--- config.mk ---
export PLATFORM = sky130hd
export DESIGN_NAME = sync_bit_packet_deframer_core_flat
export DESIGN_NICKNAME = d
export VERILOG_FILES = /design/src/hdl/sbpd_pkg.sv /design/src/hdl/sbpd_if.sv /design/src/hdl/sbpd_frame_capture.sv /design/src/hdl/sbpd_out_buffer.sv /design/src/hdl/sync_bit_packet_deframer_core.sv /design/src/flat_wrapper.sv
export SDC_FILE = /design/constraint.sdc
export NUM_CORES = 1
export LEC_CHECK = 0
export BUFFER_PORTS_ARGS = -buffer_cell sky130_fd_sc_hd__buf_4
export CORE_MARGIN = 4
export CORE_UTILIZATION = 50
export CTS_CLUSTER_DIAMETER = 150
export CTS_CLUSTER_SIZE = 30
export DETAILED_ROUTE_END_ITERATION = 8
export PLACE_DENSITY = 0.69
export SLEW_MARGIN = 40
export SYNTH_ARGS = -nofsm -noshare
export SYNTH_HDL_FRONTEND = slang
export SYNTH_HIERARCHICAL = 1
export SYNTH_SLANG_ARGS = --single-unit
--- constraint.sdc ---
create_clock -name clk_i -period 5.3 [get_ports clk_i]
set_clock_uncertainty 0.2 [all_clocks]
set_input_delay 1.06 -clock clk_i [delete_from_list [all_inputs] [get_ports clk_i]]
set_output_delay 1.06 -clock clk_i [all_outputs]
set_load 0.01 [all_outputs]
--- src/hdl/sbpd_pkg.sv ---
// Shared types and constants of the sync bit packet deframer.
// No dependencies; every other file of the block imports this package.
package sbpd_pkg;

  localparam int unsigned ByteWidth = 8;
  // Bit that marks a header (sync) byte and that is restored from the sign byte.
  localparam int unsigned SyncBit   = 7;
  localparam logic [ByteWidth-1:0] SyncMask = 8'h80;

  typedef logic [ByteWidth-1:0] byte_t;

  // Sign byte bit that carries bit 7 of each frame byte.
  localparam int unsigned SignHeader  = 6;
  localparam int unsigned SignAddress = 5;
  localparam int unsigned SignData0   = 4;
  localparam int unsigned SignCsum    = 0;

  typedef struct packed {
    byte_t header_byte;
    byte_t address_byte;
    byte_t payload0;
    byte_t payload1;
    byte_t payload2;
    byte_t payload3;
  } packet_t;

endpackage

--- src/hdl/sbpd_if.sv ---
// Valid/ready channel interfaces of the sync bit packet deframer:
// one for received bytes and one for recovered packets. Depends on sbpd_pkg.
interface sbpd_byte_if import sbpd_pkg::*; ();
  logic  valid;
  logic  ready;
  byte_t rx_byte;

  modport source (output valid, output rx_byte, input ready);
  modport sink (input valid, input rx_byte, output ready);
endinterface

interface sbpd_pkt_if import sbpd_pkg::*; ();
  logic  valid;
  logic  ready;
  byte_t header_byte;
  byte_t address_byte;
  byte_t payload0;
  byte_t payload1;
  byte_t payload2;
  byte_t payload3;

  modport source (
    output valid, output header_byte, output address_byte,
    output payload0, output payload1, output payload2, output payload3,
    input ready
  );
  modport sink (
    input valid, input header_byte, input address_byte,
    input payload0, input payload1, input payload2, input payload3,
    output ready
  );
endinterface

--- src/hdl/sbpd_frame_capture.sv ---
// Frame position tracking, byte capture, bit 7 restoration and checksum check.
// Depends on sbpd_pkg.
module sbpd_frame_capture import sbpd_pkg::*; (
  input  logic    clk_i,
  input  logic    rst_ni,
  input  logic    accept_i,
  input  byte_t   rx_byte_i,
  output logic    push_o,
  output packet_t pkt_o
);

  typedef enum logic [2:0] {
    PosIdle,
    PosSign,
    PosAddr,
    PosData0,
    PosData1,
    PosData2,
    PosData3,
    PosCsum
  } pos_e;

  pos_e  pos_q, pos_d;
  byte_t header_q, sign_q, address_q;
  byte_t payload_q [4];
  logic  [1:0] data_idx;
  logic  is_sync, is_data;
  byte_t csum, sum;
  packet_t restored;

  assign is_sync = rx_byte_i[SyncBit];

  always_comb begin
    pos_d    = pos_q;
    data_idx = 2'd0;
    is_data  = 1'b0;
    case (pos_q)
      PosData0: begin data_idx = 2'd0; is_data = 1'b1; end
      PosData1: begin data_idx = 2'd1; is_data = 1'b1; end
      PosData2: begin data_idx = 2'd2; is_data = 1'b1; end
      PosData3: begin data_idx = 2'd3; is_data = 1'b1; end
      default: begin data_idx = 2'd0; is_data = 1'b0; end
    endcase
    if (accept_i) begin
      if (is_sync) begin
        pos_d = PosSign;
      end else begin
        case (pos_q)
          PosSign:  pos_d = PosAddr;
          PosAddr:  pos_d = PosData0;
          PosData0: pos_d = PosData1;
          PosData1: pos_d = PosData2;
          PosData2: pos_d = PosData3;
          PosData3: pos_d = PosCsum;
          default:  pos_d = PosIdle;
        endcase
      end
    end
  end

  always_ff @(posedge clk_i or negedge rst_ni) begin
    if (!rst_ni) begin
      pos_q <= PosIdle;
    end else begin
      pos_q <= pos_d;
    end
  end

  always_ff @(posedge clk_i) begin
    if (accept_i) begin
      if (is_sync) begin
        header_q <= rx_byte_i;
      end else if (pos_q == PosSign) begin
        sign_q <= rx_byte_i;
      end else if (pos_q == PosAddr) begin
        address_q <= rx_byte_i;
      end else if (is_data) begin
        payload_q[data_idx] <= rx_byte_i;
      end
    end
  end

  // Every stored byte is written in each frame before its checksum byte
  // arrives, so the restored values come straight from the stores.
  always_comb begin
    restored.header_byte  = {sign_q[SignHeader],    header_q[SyncBit-1:0]};
    restored.address_byte = {sign_q[SignAddress],   address_q[SyncBit-1:0]};
    restored.payload0     = {sign_q[SignData0],     payload_q[0][SyncBit-1:0]};
    restored.payload1     = {sign_q[SignData0 - 1], payload_q[1][SyncBit-1:0]};
    restored.payload2     = {sign_q[SignData0 - 2], payload_q[2][SyncBit-1:0]};
    restored.payload3     = {sign_q[SignData0 - 3], payload_q[3][SyncBit-1:0]};
    csum = {sign_q[SignCsum], rx_byte_i[SyncBit-1:0]};
    sum  = byte_t'(restored.header_byte + restored.address_byte + restored.payload0
                   + restored.payload1 + restored.payload2 + restored.payload3);
  end

  assign push_o = accept_i && !is_sync && (pos_q == PosCsum) && (sum == csum);
  assign pkt_o  = restored;

endmodule

--- src/hdl/sbpd_out_buffer.sv ---
// Two-entry output register with skid stage for recovered packets.
// Depends on sbpd_pkg.
module sbpd_out_buffer import sbpd_pkg::*; (
  input  logic    clk_i,
  input  logic    rst_ni,
  input  logic    push_i,
  input  packet_t pkt_i,
  output logic    space_o,
  output logic    valid_o,
  input  logic    ready_i,
  output packet_t pkt_o
);

  logic    main_valid_q, main_valid_d;
  logic    skid_valid_q, skid_valid_d;
  packet_t main_q, main_d;
  packet_t skid_q, skid_d;
  logic    pop;

  assign pop = main_valid_q && ready_i;

  always_comb begin
    main_valid_d = main_valid_q;
    skid_valid_d = skid_valid_q;
    main_d       = main_q;
    skid_d       = skid_q;
    if (pop || !main_valid_q) begin
      if (skid_valid_q) begin
        main_d       = skid_q;
        main_valid_d = 1'b1;
        skid_d       = pkt_i;
        skid_valid_d = push_i;
      end else begin
        main_d       = pkt_i;
        main_valid_d = push_i;
      end
    end else if (push_i) begin
      skid_d       = pkt_i;
      skid_valid_d = 1'b1;
    end
  end

  always_ff @(posedge clk_i or negedge rst_ni) begin
    if (!rst_ni) begin
      main_valid_q <= 1'b0;
      skid_valid_q <= 1'b0;
    end else begin
      main_valid_q <= main_valid_d;
      skid_valid_q <= skid_valid_d;
    end
  end

  always_ff @(posedge clk_i) begin
    main_q <= main_d;
    skid_q <= skid_d;
  end

  // A byte may only be taken while the skid entry is free.
  assign space_o = !skid_valid_q;
  assign valid_o = main_valid_q;
  assign pkt_o   = main_q;

endmodule

--- src/hdl/sync_bit_packet_deframer_core.sv ---
// Sync bit packet deframer: takes one received byte per cycle while rx ready is
// high and emits a restored 6-byte packet after a checksum byte that matches.
// Depends on sbpd_pkg, sbpd_if, sbpd_frame_capture and sbpd_out_buffer.
//
// A frame is a header byte with bit 7 set, a sign byte, an address byte, four
// data bytes and a checksum byte; any byte with bit 7 set restarts the frame.
// The block takes one byte every cycle while rx ready is high. A packet whose
// checksum matches is presented on the output in the cycle after its checksum
// byte is transferred when the output register is free, and otherwise as soon
// as the packet ahead of it is taken; a mismatch produces nothing. The output
// side is a two-entry buffer (output register plus skid register), so bytes
// keep flowing while a packet waits; rx ready drops only when both entries
// hold packets not yet taken.
module sync_bit_packet_deframer_core import sbpd_pkg::*; (
  input  logic clk_i,
  input  logic rst_ni,
  sbpd_byte_if.sink  rx_i,
  sbpd_pkt_if.source pkt_o
);

  logic    accept;
  logic    push;
  logic    space;
  packet_t captured;
  packet_t buffered;

  assign accept   = rx_i.valid && rx_i.ready;
  assign rx_i.ready = space;

  sbpd_frame_capture u_capture (
    .clk_i     (clk_i),
    .rst_ni    (rst_ni),
    .accept_i  (accept),
    .rx_byte_i (rx_i.rx_byte),
    .push_o    (push),
    .pkt_o     (captured)
  );

  sbpd_out_buffer u_out_buffer (
    .clk_i   (clk_i),
    .rst_ni  (rst_ni),
    .push_i  (push),
    .pkt_i   (captured),
    .space_o (space),
    .valid_o (pkt_o.valid),
    .ready_i (pkt_o.ready),
    .pkt_o   (buffered)
  );

  assign pkt_o.header_byte  = buffered.header_byte;
  assign pkt_o.address_byte = buffered.address_byte;
  assign pkt_o.payload0     = buffered.payload0;
  assign pkt_o.payload1     = buffered.payload1;
  assign pkt_o.payload2     = buffered.payload2;
  assign pkt_o.payload3     = buffered.payload3;

  // A packet is only produced by a byte transfer.
  assert property (@(posedge clk_i) disable iff (!rst_ni) push |-> accept)
    else $error("packet pushed without a byte transfer");

  // A full buffer means the output register is occupied.
  assert property (@(posedge clk_i) disable iff (!rst_ni) !rx_i.ready |-> pkt_o.valid)
    else $error("input stalled while output register is empty");

  // After a push, the output presents a packet in the next cycle.
  assert property (@(posedge clk_i) disable iff (!rst_ni) push |=> pkt_o.valid)
    else $error("pushed packet not presented");

  // A byte with bit 7 set never yields a packet.
  assert property (@(posedge clk_i) disable iff (!rst_ni)
    (accept && rx_i.rx_byte[SyncBit]) |-> !push)
    else $error("sync byte produced a packet");

endmodule
--- src/flat_wrapper.sv ---
// flat-port wrapper written by rule: the top's interface ports become plain ports
module sync_bit_packet_deframer_core_flat import sbpd_pkg::*;
  (clk_i, rst_ni, rx_i_valid, rx_i_rx_byte, rx_i_ready, pkt_o_valid, pkt_o_header_byte, pkt_o_address_byte, pkt_o_payload0, pkt_o_payload1, pkt_o_payload2, pkt_o_payload3, pkt_o_ready);
  sbpd_byte_if rx_i_i ();
  sbpd_pkt_if pkt_o_i ();
  input  logic clk_i;
  input  logic rst_ni;
  input wire logic [$bits(rx_i_i.valid)-1:0] rx_i_valid;
  input wire logic [$bits(rx_i_i.rx_byte)-1:0] rx_i_rx_byte;
  output wire logic [$bits(rx_i_i.ready)-1:0] rx_i_ready;
  output wire logic [$bits(pkt_o_i.valid)-1:0] pkt_o_valid;
  output wire logic [$bits(pkt_o_i.header_byte)-1:0] pkt_o_header_byte;
  output wire logic [$bits(pkt_o_i.address_byte)-1:0] pkt_o_address_byte;
  output wire logic [$bits(pkt_o_i.payload0)-1:0] pkt_o_payload0;
  output wire logic [$bits(pkt_o_i.payload1)-1:0] pkt_o_payload1;
  output wire logic [$bits(pkt_o_i.payload2)-1:0] pkt_o_payload2;
  output wire logic [$bits(pkt_o_i.payload3)-1:0] pkt_o_payload3;
  input wire logic [$bits(pkt_o_i.ready)-1:0] pkt_o_ready;
  assign rx_i_i.valid = rx_i_valid;
  assign rx_i_i.rx_byte = rx_i_rx_byte;
  assign rx_i_ready = rx_i_i.ready;
  assign pkt_o_valid = pkt_o_i.valid;
  assign pkt_o_header_byte = pkt_o_i.header_byte;
  assign pkt_o_address_byte = pkt_o_i.address_byte;
  assign pkt_o_payload0 = pkt_o_i.payload0;
  assign pkt_o_payload1 = pkt_o_i.payload1;
  assign pkt_o_payload2 = pkt_o_i.payload2;
  assign pkt_o_payload3 = pkt_o_i.payload3;
  assign pkt_o_i.ready = pkt_o_ready;
  sync_bit_packet_deframer_core u_core (.clk_i(clk_i), .rst_ni(rst_ni), .rx_i(rx_i_i), .pkt_o(pkt_o_i));
endmodule
==> results.ini, run 1 <==
[floorplanning]
die_w_um = 123
dieArea_sq_um = 15000
die_y_um = 123
floorplan.initialDensity_pct = 51.5
io_pins = 62
core_area_sq_um = 12700
rows = 41

[synth]
yosysTopAreaCellShare_pct = 66.4
synthTopCellsByArea = edfxtp_1 66%, mux2_4 11%, fa_1 8.2%
yosysWarnings = 6
synth_cells = 345
ys_ff_latch = 150
syn-num-nets = 390
syn_area_sq_um = 6560
synth_top_area_cell = edfxtp_1
ys_seq_area_share_pct = 68.3
syn_avg_cell_area_sq_um = 19.0
synth_cell_types = 36

[clocking]
cts_setup_buffers = 0
htreeDepth = 4
clk_path_buf_depth = 2
cts-hold-fix-buffers = 0
cts-root-buf = clkbuf_16
clkLatencyLatePin_ns = 0.41
numCtsBuffers = 17
clkTransAtPathRegs_ns = 0.06
cts_resized = 0
cts.sinks = 150
cts_tree = built

[worst_setup_path]
arrival_ns = 4.79
cpLargestDelayFamily = adder cells
required_ns = 5.17
cp_slowest_cell = fa_1
crit_buf_inv = 3
critPathMaxStageDelay_ns = 0.55
worstSetupEndpointType = flip-flop
path_common_cell = fa_1
worstSetupPathType = reg -> reg
cp-start-kind = flip-flop
cp_max_fo = 26
cp_cell_sequence = fa_1 -> inv_1 -> fa_1 -> fa_1 -> inv_1 -> ha_1 -> fa_1 -> xnor2_1 -> nand4_1 -> nor4_1 -> nand4b_1 -> nor3b_2 -> mux2_2 -> buf_4

[sta]
min_period_ns = 4.92
worst_slack_ns = 0.375
rsz0062_at_grt = no
tns_ns = 0
drv_slew = 0
tightestPinTransition_ns = 0.834
hold_violations = 0
fin_crit_sh_pct = 92.9
slew_headroom_pct = 44.2
setup_viol = 0
max_freq_mhz = 203

[placed_design]
hpwlAfterDp_um = 7320
place_ws_ns = 0.349
portBuffers = 61
gp_congestion = 0.867

[route]
drt_iter0_markers = 197
antenna_left = 0
vias_per_cell = 4.89
wl_um = 10500
dr.pass1.iters = 4
drc = 0
via_count = 2939
post_drt_wl_per_cell_um = 17.5

[power_and_ir_drop]
vdd_drop_max_mv = 0.180
finalPower_mw = 2.76
p_leak_nw = 2.97
power_density_nw_per_um2 = 359

[outcome]
status = complete, no violations

[global_route]
grt_pass1_wl_um = 17000
grt_max_degree = 49
antenna_found_initial = 0
grtUsageTotal_pct = 15.5
grt.overflow.total = 0
grt_pass1_vias = 3198

[cells_and_area]
fillers = 979
fin_nets = 461
num_antenna_cells = 0
final_cell_mix = 145 x edfxtp_1, 64 x buf_4, 47 x mux2_4
area_delta_synth_final_pct = 17.4
final_layout_size_suffix_gt1_share_pct = 34.3
regArea_sq_um = 4480
final_common_cell = edfxtp_1
multiInputGateArea_sq_um = 1760

[min_path]
min_path_type = in -> async

[flow_run]
cap_violations = 0

[synthesized netlist by cell type]
cell type / number
a21boi_0: 1
a21o_1: 2
a21oi_1: 6
and2_1: 2
buf_12: 5
buf_2: 1
buf_4: 6
buf_6: 1
dfrtp_1: 5
edfxtp_1: 145
fa_1: 27
ha_1: 6
inv_1: 42
maj3_2: 1
mux2_2: 2
mux2_4: 47
nand2_1: 2
nand2b_1: 1
nand3_1: 3
nand3b_1: 2
nand4_1: 1
nand4b_1: 1
nor2_1: 7
nor2b_1: 1
nor3_1: 2
nor3b_1: 1
nor3b_2: 1
nor4_1: 1
o21a_1: 1
o21ai_0: 2
o22ai_1: 1
or3_1: 1
xnor2_1: 12
xnor2_2: 1
xnor3_1: 1
xor2_1: 4
[layout make-up]
class	instances	area share [%]
well taps	172	2.80
flip-flops and latches	150	58.2
clock inverters	10	1.69
repair buffers	65	6.50
clock buffers	22	5.77
multi-input cells	140	22.9
inverters	42	2.08
[path summary, 6_finish.rpt]
kind | startpoint | endpoint | slack [ns] | cells past startpoint
max | u_core/u_capture/payload_q[3][2] | u_core/u_out_buffer/skid_q[3] | 0.38 | 14
min | rst_ni | u_core/u_out_buffer/valid_o | 0.24 | 1
max reg2reg | u_core/u_capture/payload_q[3][2] | u_core/u_out_buffer/skid_q[3] | 0.38 | 14
min reg2reg | u_core/u_capture/header_q[0] | u_core/u_out_buffer/skid_q[40] | 0.30 | 0
max in group asynchronous | rst_ni | u_core/u_out_buffer/skid_valid_q | 4.55 | 1
min in group clk_i | u_core/u_capture/header_q[0] | u_core/u_out_buffer/skid_q[40] | 0.30 | 0
[kinds of logic after synthesis]
kind of cell,after synthesis,share of synthesized area (%)
flip-flops,150,68.3
buffers and inverters,55,4.87
multiplexers,49,11.1
adder cells (fa/ha/maj),34,9.56
AND/OR/NAND/NOR,26,2.23
XOR/XNOR,18,2.73
AO/OA/AOI/OAI,13,1.16
[sequential cells by signal, indices dropped and copies added, names as in the netlist]
| register | count |
|---|---|
| u_core/u_capture/address_q | 7 |
| u_core/u_capture/header_q | 7 |
| u_core/u_capture/payload_q | 28 |
| u_core/u_capture/pos_q | 3 |
| u_core/u_capture/sign_q | 7 |
| u_core/u_out_buffer/pkt_o | 48 |
| u_core/u_out_buffer/skid_q | 48 |
| u_core/u_out_buffer/skid_valid_q | 1 |
| u_core/u_out_buffer/valid_o | 1 |
[worst reg2reg max path, stage by stage, from the launching register on]
cell and delay [ns]:
edfxtp_1 0.44, fa_1 0.55, inv_1 0.05, fa_1 0.50, fa_1 0.54, inv_1 0.04, ha_1 0.21, fa_1 0.45
xnor2_1 0.20, nand4_1 0.12, nor4_1 0.25, nand4b_1 0.15, nor3b_2 0.29, mux2_2 0.22, buf_4 0.33
[layer usage]
metal  global-route usage [%]  share of wire [%]
met1                     19.7                 44
met2                     25.1                 50
met3                     5.30                4.1
met4                     5.11                1.6
met5                        0                  0
[report_power, final]
group	internal (mW)	leakage [nW]	switching [mW]	total (mW)
sequential	1.33	1.45	0.0201	1.35
clock	0.736	0.279	0.435	1.17
combinational	0.120	1.24	0.125	0.245
total	2.18	2.97	0.580	2.76
[through the flow]
stage	std cells	hold slack (ns)	utilization (%)	instance area [sq um]
floorplan	345	0.250	-	6560
global placement	568	0.264	55.7	7090
detailed placement	569	0.278	56.0	7120
CTS	601	0.224	60.5	7690
global route	601	0.217	60.5	7690
finish	601	0.236	60.5	7690
Note: power is estimated with default switching activity, not from simulation.
==> run 2: changes to the inputs <==
--- a/config.mk
+++ b/config.mk
@@ -6,6 +6,7 @@
 export NUM_CORES = 1
 export LEC_CHECK = 0
 export BUFFER_PORTS_ARGS = -buffer_cell sky130_fd_sc_hd__buf_4
+export CORE_ASPECT_RATIO = 1.25
 export CORE_MARGIN = 4
 export CORE_UTILIZATION = 50
 export CTS_CLUSTER_DIAMETER = 150
@@ -17,3 +18,4 @@
 export SYNTH_HDL_FRONTEND = slang
 export SYNTH_HIERARCHICAL = 1
 export SYNTH_SLANG_ARGS = --single-unit
+export TNS_END_PERCENT = 5
==> results.ini, run 2 (synthesized netlist as in run 1, its figures left out) <==
[outcome]
status = complete, no violations

[global_route]
antenna_found_initial = 0  ; unchanged
grt_pass1_vias = 3122  ; -2.4%
use_met1_pct = 16.9  ; -2.8 points
busiest_layer = met2
grt_max_degree = 52  ; +6.1%
grt_use_met3_pct = 4.05  ; -1.2 points
grtUsageTotal_pct = 14.8  ; -0.71 points
grt.overflow.total = 0  ; unchanged
grt_util_met2_pct = 26.5  ; +1.4 points
grt_pass1_wl_um = 16700  ; -2.2%

[route]
drc = 0  ; unchanged
via_count = 2922  ; -0.58%
dr.pass1.iters = 5  ; +1
wl_um = 10600  ; +0.31%
antenna_left = 0  ; unchanged
drt_iter0_markers = 109  ; -45%
post_drt_wl_per_cell_um = 17.7  ; +0.99%
vias_per_cell = 4.89  ; about the same

[clocking]
clkLatencyLatePin_ns = 0.41  ; about the same
cts-root-buf = clkbuf_16
clk_path_buf_depth = 2  ; unchanged
cts-hold-fix-buffers = 0  ; unchanged
numCtsBuffers = 17  ; unchanged
cts_resized = 0  ; unchanged
htreeDepth = 4  ; unchanged
clkTransAtPathRegs_ns = 0.06  ; about the same
cts.sinks = 150  ; unchanged
cts_tree = built
cts_setup_buffers = 0  ; unchanged

[power_and_ir_drop]
p_leak_nw = 2.97  ; about the same
p_sw_share_pct = 21.2  ; +0.18 points
p_int_mw = 2.18  ; +0.11%
power_frac_seq_pct = 48.6  ; about the same
power_density_nw_per_um2 = 360  ; +0.40%
p_sw_uw = 587  ; +1.2%
vdd_drop_max_mv = 0.227  ; +26%
comb_power_share_pct = 8.9  ; about the same
power_frac_clock_pct = 42.6  ; +0.2 points

[sta]
slew_headroom_pct = 48.0  ; +3.8 points
hold_violations = 0  ; unchanged
rsz0062_at_grt = no
max_freq_mhz = 204  ; +0.25%
min_period_ns = 4.91  ; -0.0123 ns
hold_slack_ns = 0.240  ; +0.00376 ns
drv_slew = 0  ; unchanged
fin_crit_sh_pct = 92.7  ; -0.23 points
tightestPinTransition_ns = 0.777  ; -0.0566 ns
tns_ns = 0  ; unchanged
setup_viol = 0  ; unchanged

[worst_setup_path]
worstSetupPathType = reg -> reg
arrival_ns = 4.79  ; about the same
cp_max_fo = 23  ; -12%
critPathMaxStageDelay_ns = 0.55  ; about the same
worstSetupEndpointType = flip-flop
required_ns = 5.17  ; about the same
cpLargestDelayFamily = adder cells
cp_cell_sequence = fa_1 -> inv_1 -> fa_1 -> fa_1 -> inv_1 -> ha_1 -> fa_1 -> xnor2_1 -> nand4_1 -> nor4_1 -> nand4b_1 -> nor3b_2 -> mux2_2 -> buf_4
path_common_cell = fa_1
cp_slowest_cell = fa_1
crit_buf_inv = 3  ; unchanged
cp-start-kind = flip-flop

[cells_and_area]
area_delta_synth_final_pct = 17.3  ; about the same
num_antenna_cells = 0  ; unchanged
final_cell_mix = 145 x edfxtp_1, 64 x buf_4, 47 x mux2_4
fin_nets = 461  ; unchanged
final_layout_size_suffix_gt1_share_pct = 34.7  ; +0.47 points
final_common_cell = edfxtp_1

[min_path]
min_path_type = in -> async

[placed_design]
gp_congestion = 0.831  ; -4.2%
hpwlAfterDp_um = 7330  ; +0.27%
portBuffers = 61  ; unchanged

[floorplanning]
rows = 46  ; +12%
die_y_um = 136  ; +11%
floorplan.initialDensity_pct = 51.3  ; -0.22 points
dieArea_sq_um = 15000  ; about the same
io_pins = 62  ; unchanged
core_area_sq_um = 12800  ; +0.43%
die_w_um = 110  ; -9.9%

[flow_run]
cap_violations = 0  ; unchanged

-- run 2: cell types whose count changed in the layout (fill, tap and decap cells not counted), sizes merged --
cell      delta
clkbuf       -3
inv          +2
clkinvlp     +1
-- run 2: per-stage QoR --
step | cells | setup WS (ns) | area, sq um | total power [mW] | util (%)
finish | 597 | 0.388 | 7690 | 2.77 | 60.2
global route | 597 | 0.135 | 7690 | 2.88 | 60.2
CTS | 597 | 0.388 | 7690 | 2.79 | 60.2
detailed placement | 565 | 0.395 | 7100 | 1.62 | 55.6
global placement | 565 | 0.597 | 7090 | 1.61 | 55.5
floorplan | 345 | 0.435 | 6560 | 1.55 | -
-- run 2: power groups by stage --
stage	logic (mW)	registers (mW)	clock network, mW
floorplan	0.175	1.37	0
global placement	0.239	1.37	0
detailed placement	0.247	1.37	0
CTS	0.250	1.35	1.20
global route	0.274	1.35	1.26
finish	0.246	1.35	1.18
-- run 2: final cells by class --
type / count / area (sq um)
Clock inverter: 13 / 155
Tap cell: 168 / 210
Multi-Input combinational cell: 140 / 1760
Timing Repair Buffer: 65 / 492
Inverter: 42 / 160
Fill cell: 961 / 5090
Clock buffer: 19 / 433
Sequential cell: 150 / 4480
-- run 2: final timing paths --
check                                                      start                               end  slack (ns)  cells after the start
worst max-delay path            u_core/u_capture/payload_q[3][2]     u_core/u_out_buffer/skid_q[4]        0.39                     14
worst max register to register  u_core/u_capture/payload_q[3][2]     u_core/u_out_buffer/skid_q[4]        0.39                     14
min in group clk_i                    u_core/u_capture/sign_q[4]    u_core/u_out_buffer/skid_q[31]        0.30                      0
worst min register to register        u_core/u_capture/sign_q[4]    u_core/u_out_buffer/skid_q[31]        0.30                      0
max in group asynchronous                                 rst_ni  u_core/u_out_buffer/skid_valid_q        4.54                      1
worst min-delay path                                      rst_ni         u_core/u_capture/pos_q[2]        0.24                      1
-- run 2: layer usage --
layer  up-vias  share of wire (%)
li1       1377                  -
met2        72                 55
met1      1469                 40
met5         -                  0
met4         0               0.66
met3         4                4.6
==> run 3: changes to the inputs <==
--- a/config.mk
+++ b/config.mk
@@ -6,13 +6,15 @@
 export NUM_CORES = 1
 export LEC_CHECK = 0
 export BUFFER_PORTS_ARGS = -buffer_cell sky130_fd_sc_hd__buf_4
+export CELL_PAD_IN_SITES_DETAIL_PLACEMENT = 1
+export CELL_PAD_IN_SITES_GLOBAL_PLACEMENT = 1
 export CORE_ASPECT_RATIO = 1.25
 export CORE_MARGIN = 4
-export CORE_UTILIZATION = 50
+export CORE_UTILIZATION = 45
 export CTS_CLUSTER_DIAMETER = 150
 export CTS_CLUSTER_SIZE = 30
 export DETAILED_ROUTE_END_ITERATION = 8
-export PLACE_DENSITY = 0.69
+export PLACE_DENSITY_LB_ADDON = 0.1
 export SLEW_MARGIN = 40
 export SYNTH_ARGS = -nofsm -noshare
 export SYNTH_HDL_FRONTEND = slang
==> results.ini, run 3 (synthesized netlist as in run 1, its figures left out) <==
[outcome]
status = complete, no violations

[global_route]
grt_use_met3_pct = 4.49  ; +0.44 points
busiest_layer = met2
grt_pass1_vias = 3373  ; +8.0%
grtUsageTotal_pct = 15.7  ; +0.93 points
grt_util_met2_pct = 28.2  ; +1.7 points
grt_pass1_wl_um = 18800  ; +13%
grt_max_degree = 52  ; unchanged
grt.overflow.total = 0  ; unchanged
use_met1_pct = 18.1  ; +1.2 points
antenna_found_initial = 0  ; unchanged

[sta]
fin_crit_sh_pct = 91.8  ; -0.93 points
drv_slew = 0  ; unchanged
setup_viol = 0  ; unchanged
slew_headroom_pct = 46.9  ; -1.1 points
rsz0062_at_grt = no
hold_violations = 0  ; unchanged
tns_ns = 0  ; unchanged
tightestPinTransition_ns = 0.793  ; +0.0157 ns
max_freq_mhz = 206  ; +1.0%
min_period_ns = 4.86  ; -0.0491 ns

[worst_setup_path]
cp_slowest_cell = fa_1
cp_cell_sequence = fa_1 -> inv_1 -> fa_1 -> fa_1 -> inv_1 -> ha_1 -> fa_1 -> xnor2_1 -> nand4_1 -> nor4_1 -> nand4b_1 -> nor3b_2 -> mux2_2 -> buf_4
crit_buf_inv = 3  ; unchanged
cp-start-kind = flip-flop
worstSetupPathType = reg -> reg
cp_max_fo = 25  ; +8.7%
arrival_ns = 4.74  ; -0.05 ns
critPathMaxStageDelay_ns = 0.56  ; about the same
cpLargestDelayFamily = adder cells
path_common_cell = fa_1
required_ns = 5.17  ; about the same
worstSetupEndpointType = flip-flop

[placed_design]
portBuffers = 61  ; unchanged
hpwlAfterDp_um = 8150  ; +11%
gp_congestion = 0.792  ; -4.7%

[route]
post_drt_wl_per_cell_um = 19.2  ; +8.3%
dr.pass1.iters = 4  ; -1
vias_per_cell = 4.91  ; +0.27%
drc = 0  ; unchanged
antenna_left = 0  ; unchanged
drt_iter0_markers = 103  ; -5.5%
wl_um = 11600  ; +10%
via_count = 2979  ; +2.0%

[floorplanning]
io_pins = 62  ; unchanged
die_y_um = 143  ; +5.1%
core_area_sq_um = 14300  ; +12%
dieArea_sq_um = 16600  ; +10%
rows = 49  ; +6.5%
floorplan.initialDensity_pct = 45.7  ; -5.6 points
die_w_um = 116  ; +5.0%

[clocking]
clkLatencyLatePin_ns = 0.41  ; about the same
cts_resized = 0  ; unchanged
clkTransAtPathRegs_ns = 0.06  ; about the same
cts.sinks = 150  ; unchanged
cts_setup_buffers = 0  ; unchanged
numCtsBuffers = 17  ; unchanged
cts-root-buf = clkbuf_16
cts-hold-fix-buffers = 0  ; unchanged
htreeDepth = 4  ; unchanged
cts_tree = built
clk_path_buf_depth = 2  ; unchanged

[cells_and_area]
fillers = 1347  ; +40%
fin_nets = 461  ; unchanged
final_cell_mix = 145 x edfxtp_1, 64 x buf_4, 47 x mux2_4
num_antenna_cells = 0  ; unchanged
final_util_pct = 53.5  ; -6.6 points
area_delta_synth_final_pct = 17.2
final_layout_size_suffix_gt1_share_pct = 34.7  ; unchanged
final_common_cell = edfxtp_1

[min_path]
min_path_type = in -> async

[power_and_ir_drop]
p_leak_nw = 2.95  ; -0.56%
vdd_drop_max_mv = 0.242  ; +6.6%
power_density_nw_per_um2 = 357  ; -0.88%

[flow_run]
cap_violations = 0  ; unchanged

==> run 3: per-layer routing <==
layer	part of all wire [%]	vias up
li1	-	1377
met1	38	1533
met2	57	59
met3	4.2	10
met4	0.86	0
met5	0	-
==> run 3: final timing paths <==
path / from / to / slack, ns / depth (start not counted)
min in group clk_i: u_core/u_capture/payload_q[0][3] / u_core/u_out_buffer/skid_q[27] / 0.30 / 0
max in group asynchronous: rst_ni / u_core/u_out_buffer/skid_valid_q / 4.54 / 1
hold / removal: rst_ni / u_core/u_capture/pos_q[2] / 0.24 / 1
setup reg to reg: u_core/u_capture/payload_q[3][2] / u_core/u_out_buffer/skid_q[15] / 0.44 / 14
hold reg to reg: u_core/u_capture/payload_q[0][3] / u_core/u_out_buffer/skid_q[27] / 0.30 / 0
setup / recovery: u_core/u_capture/payload_q[3][2] / u_core/u_out_buffer/skid_q[15] / 0.44 / 14
==> run 3: worst reg2reg max path: cells and delay by family, from the launching register on <==
family                     cells  cell delay (ns)
adders and majority gates      5             2.27
muxes                          1             0.21
buffers and inverters          3             0.44
xor gates and xnor gates       1             0.18
DFF                            1             0.44
and+or+nand+nor                4             0.79
==> run 3: stage by stage <==
step / hold WS, ns / worst slack (ns) / cells / power, mW / cell area (sq um)
6_report: 0.239 / 0.437 / 607 / 2.74 / 7680
5_1_grt: 0.210 / 0.191 / 607 / 2.87 / 7680
4_1_cts: 0.219 / 0.403 / 607 / 2.78 / 7680
3_5_place_dp: 0.293 / 0.449 / 575 / 1.63 / 7110
3_3_place_gp: 0.259 / 0.559 / 575 / 1.62 / 7110
2_1_floorplan: 0.250 / 0.435 / 345 / 1.55 / 6560
==> run 3: final cells by class <==
cell class	instances	area [sq um]	share of cell area, %
sequential	150	4480	58.3
multi-input combinational	140	1760	22.9
timing repair buffer	65	492	6.40
clock buffer	19	433	5.64
tap	178	223	2.90
inverter	42	160	2.09
clock inverter	13	131	1.71
==> run 3: report_power, final <==
part	internal [mW]	switching, mW
clock	0.690	0.454
combinational	0.121	0.134
sequential	1.32	0.0200
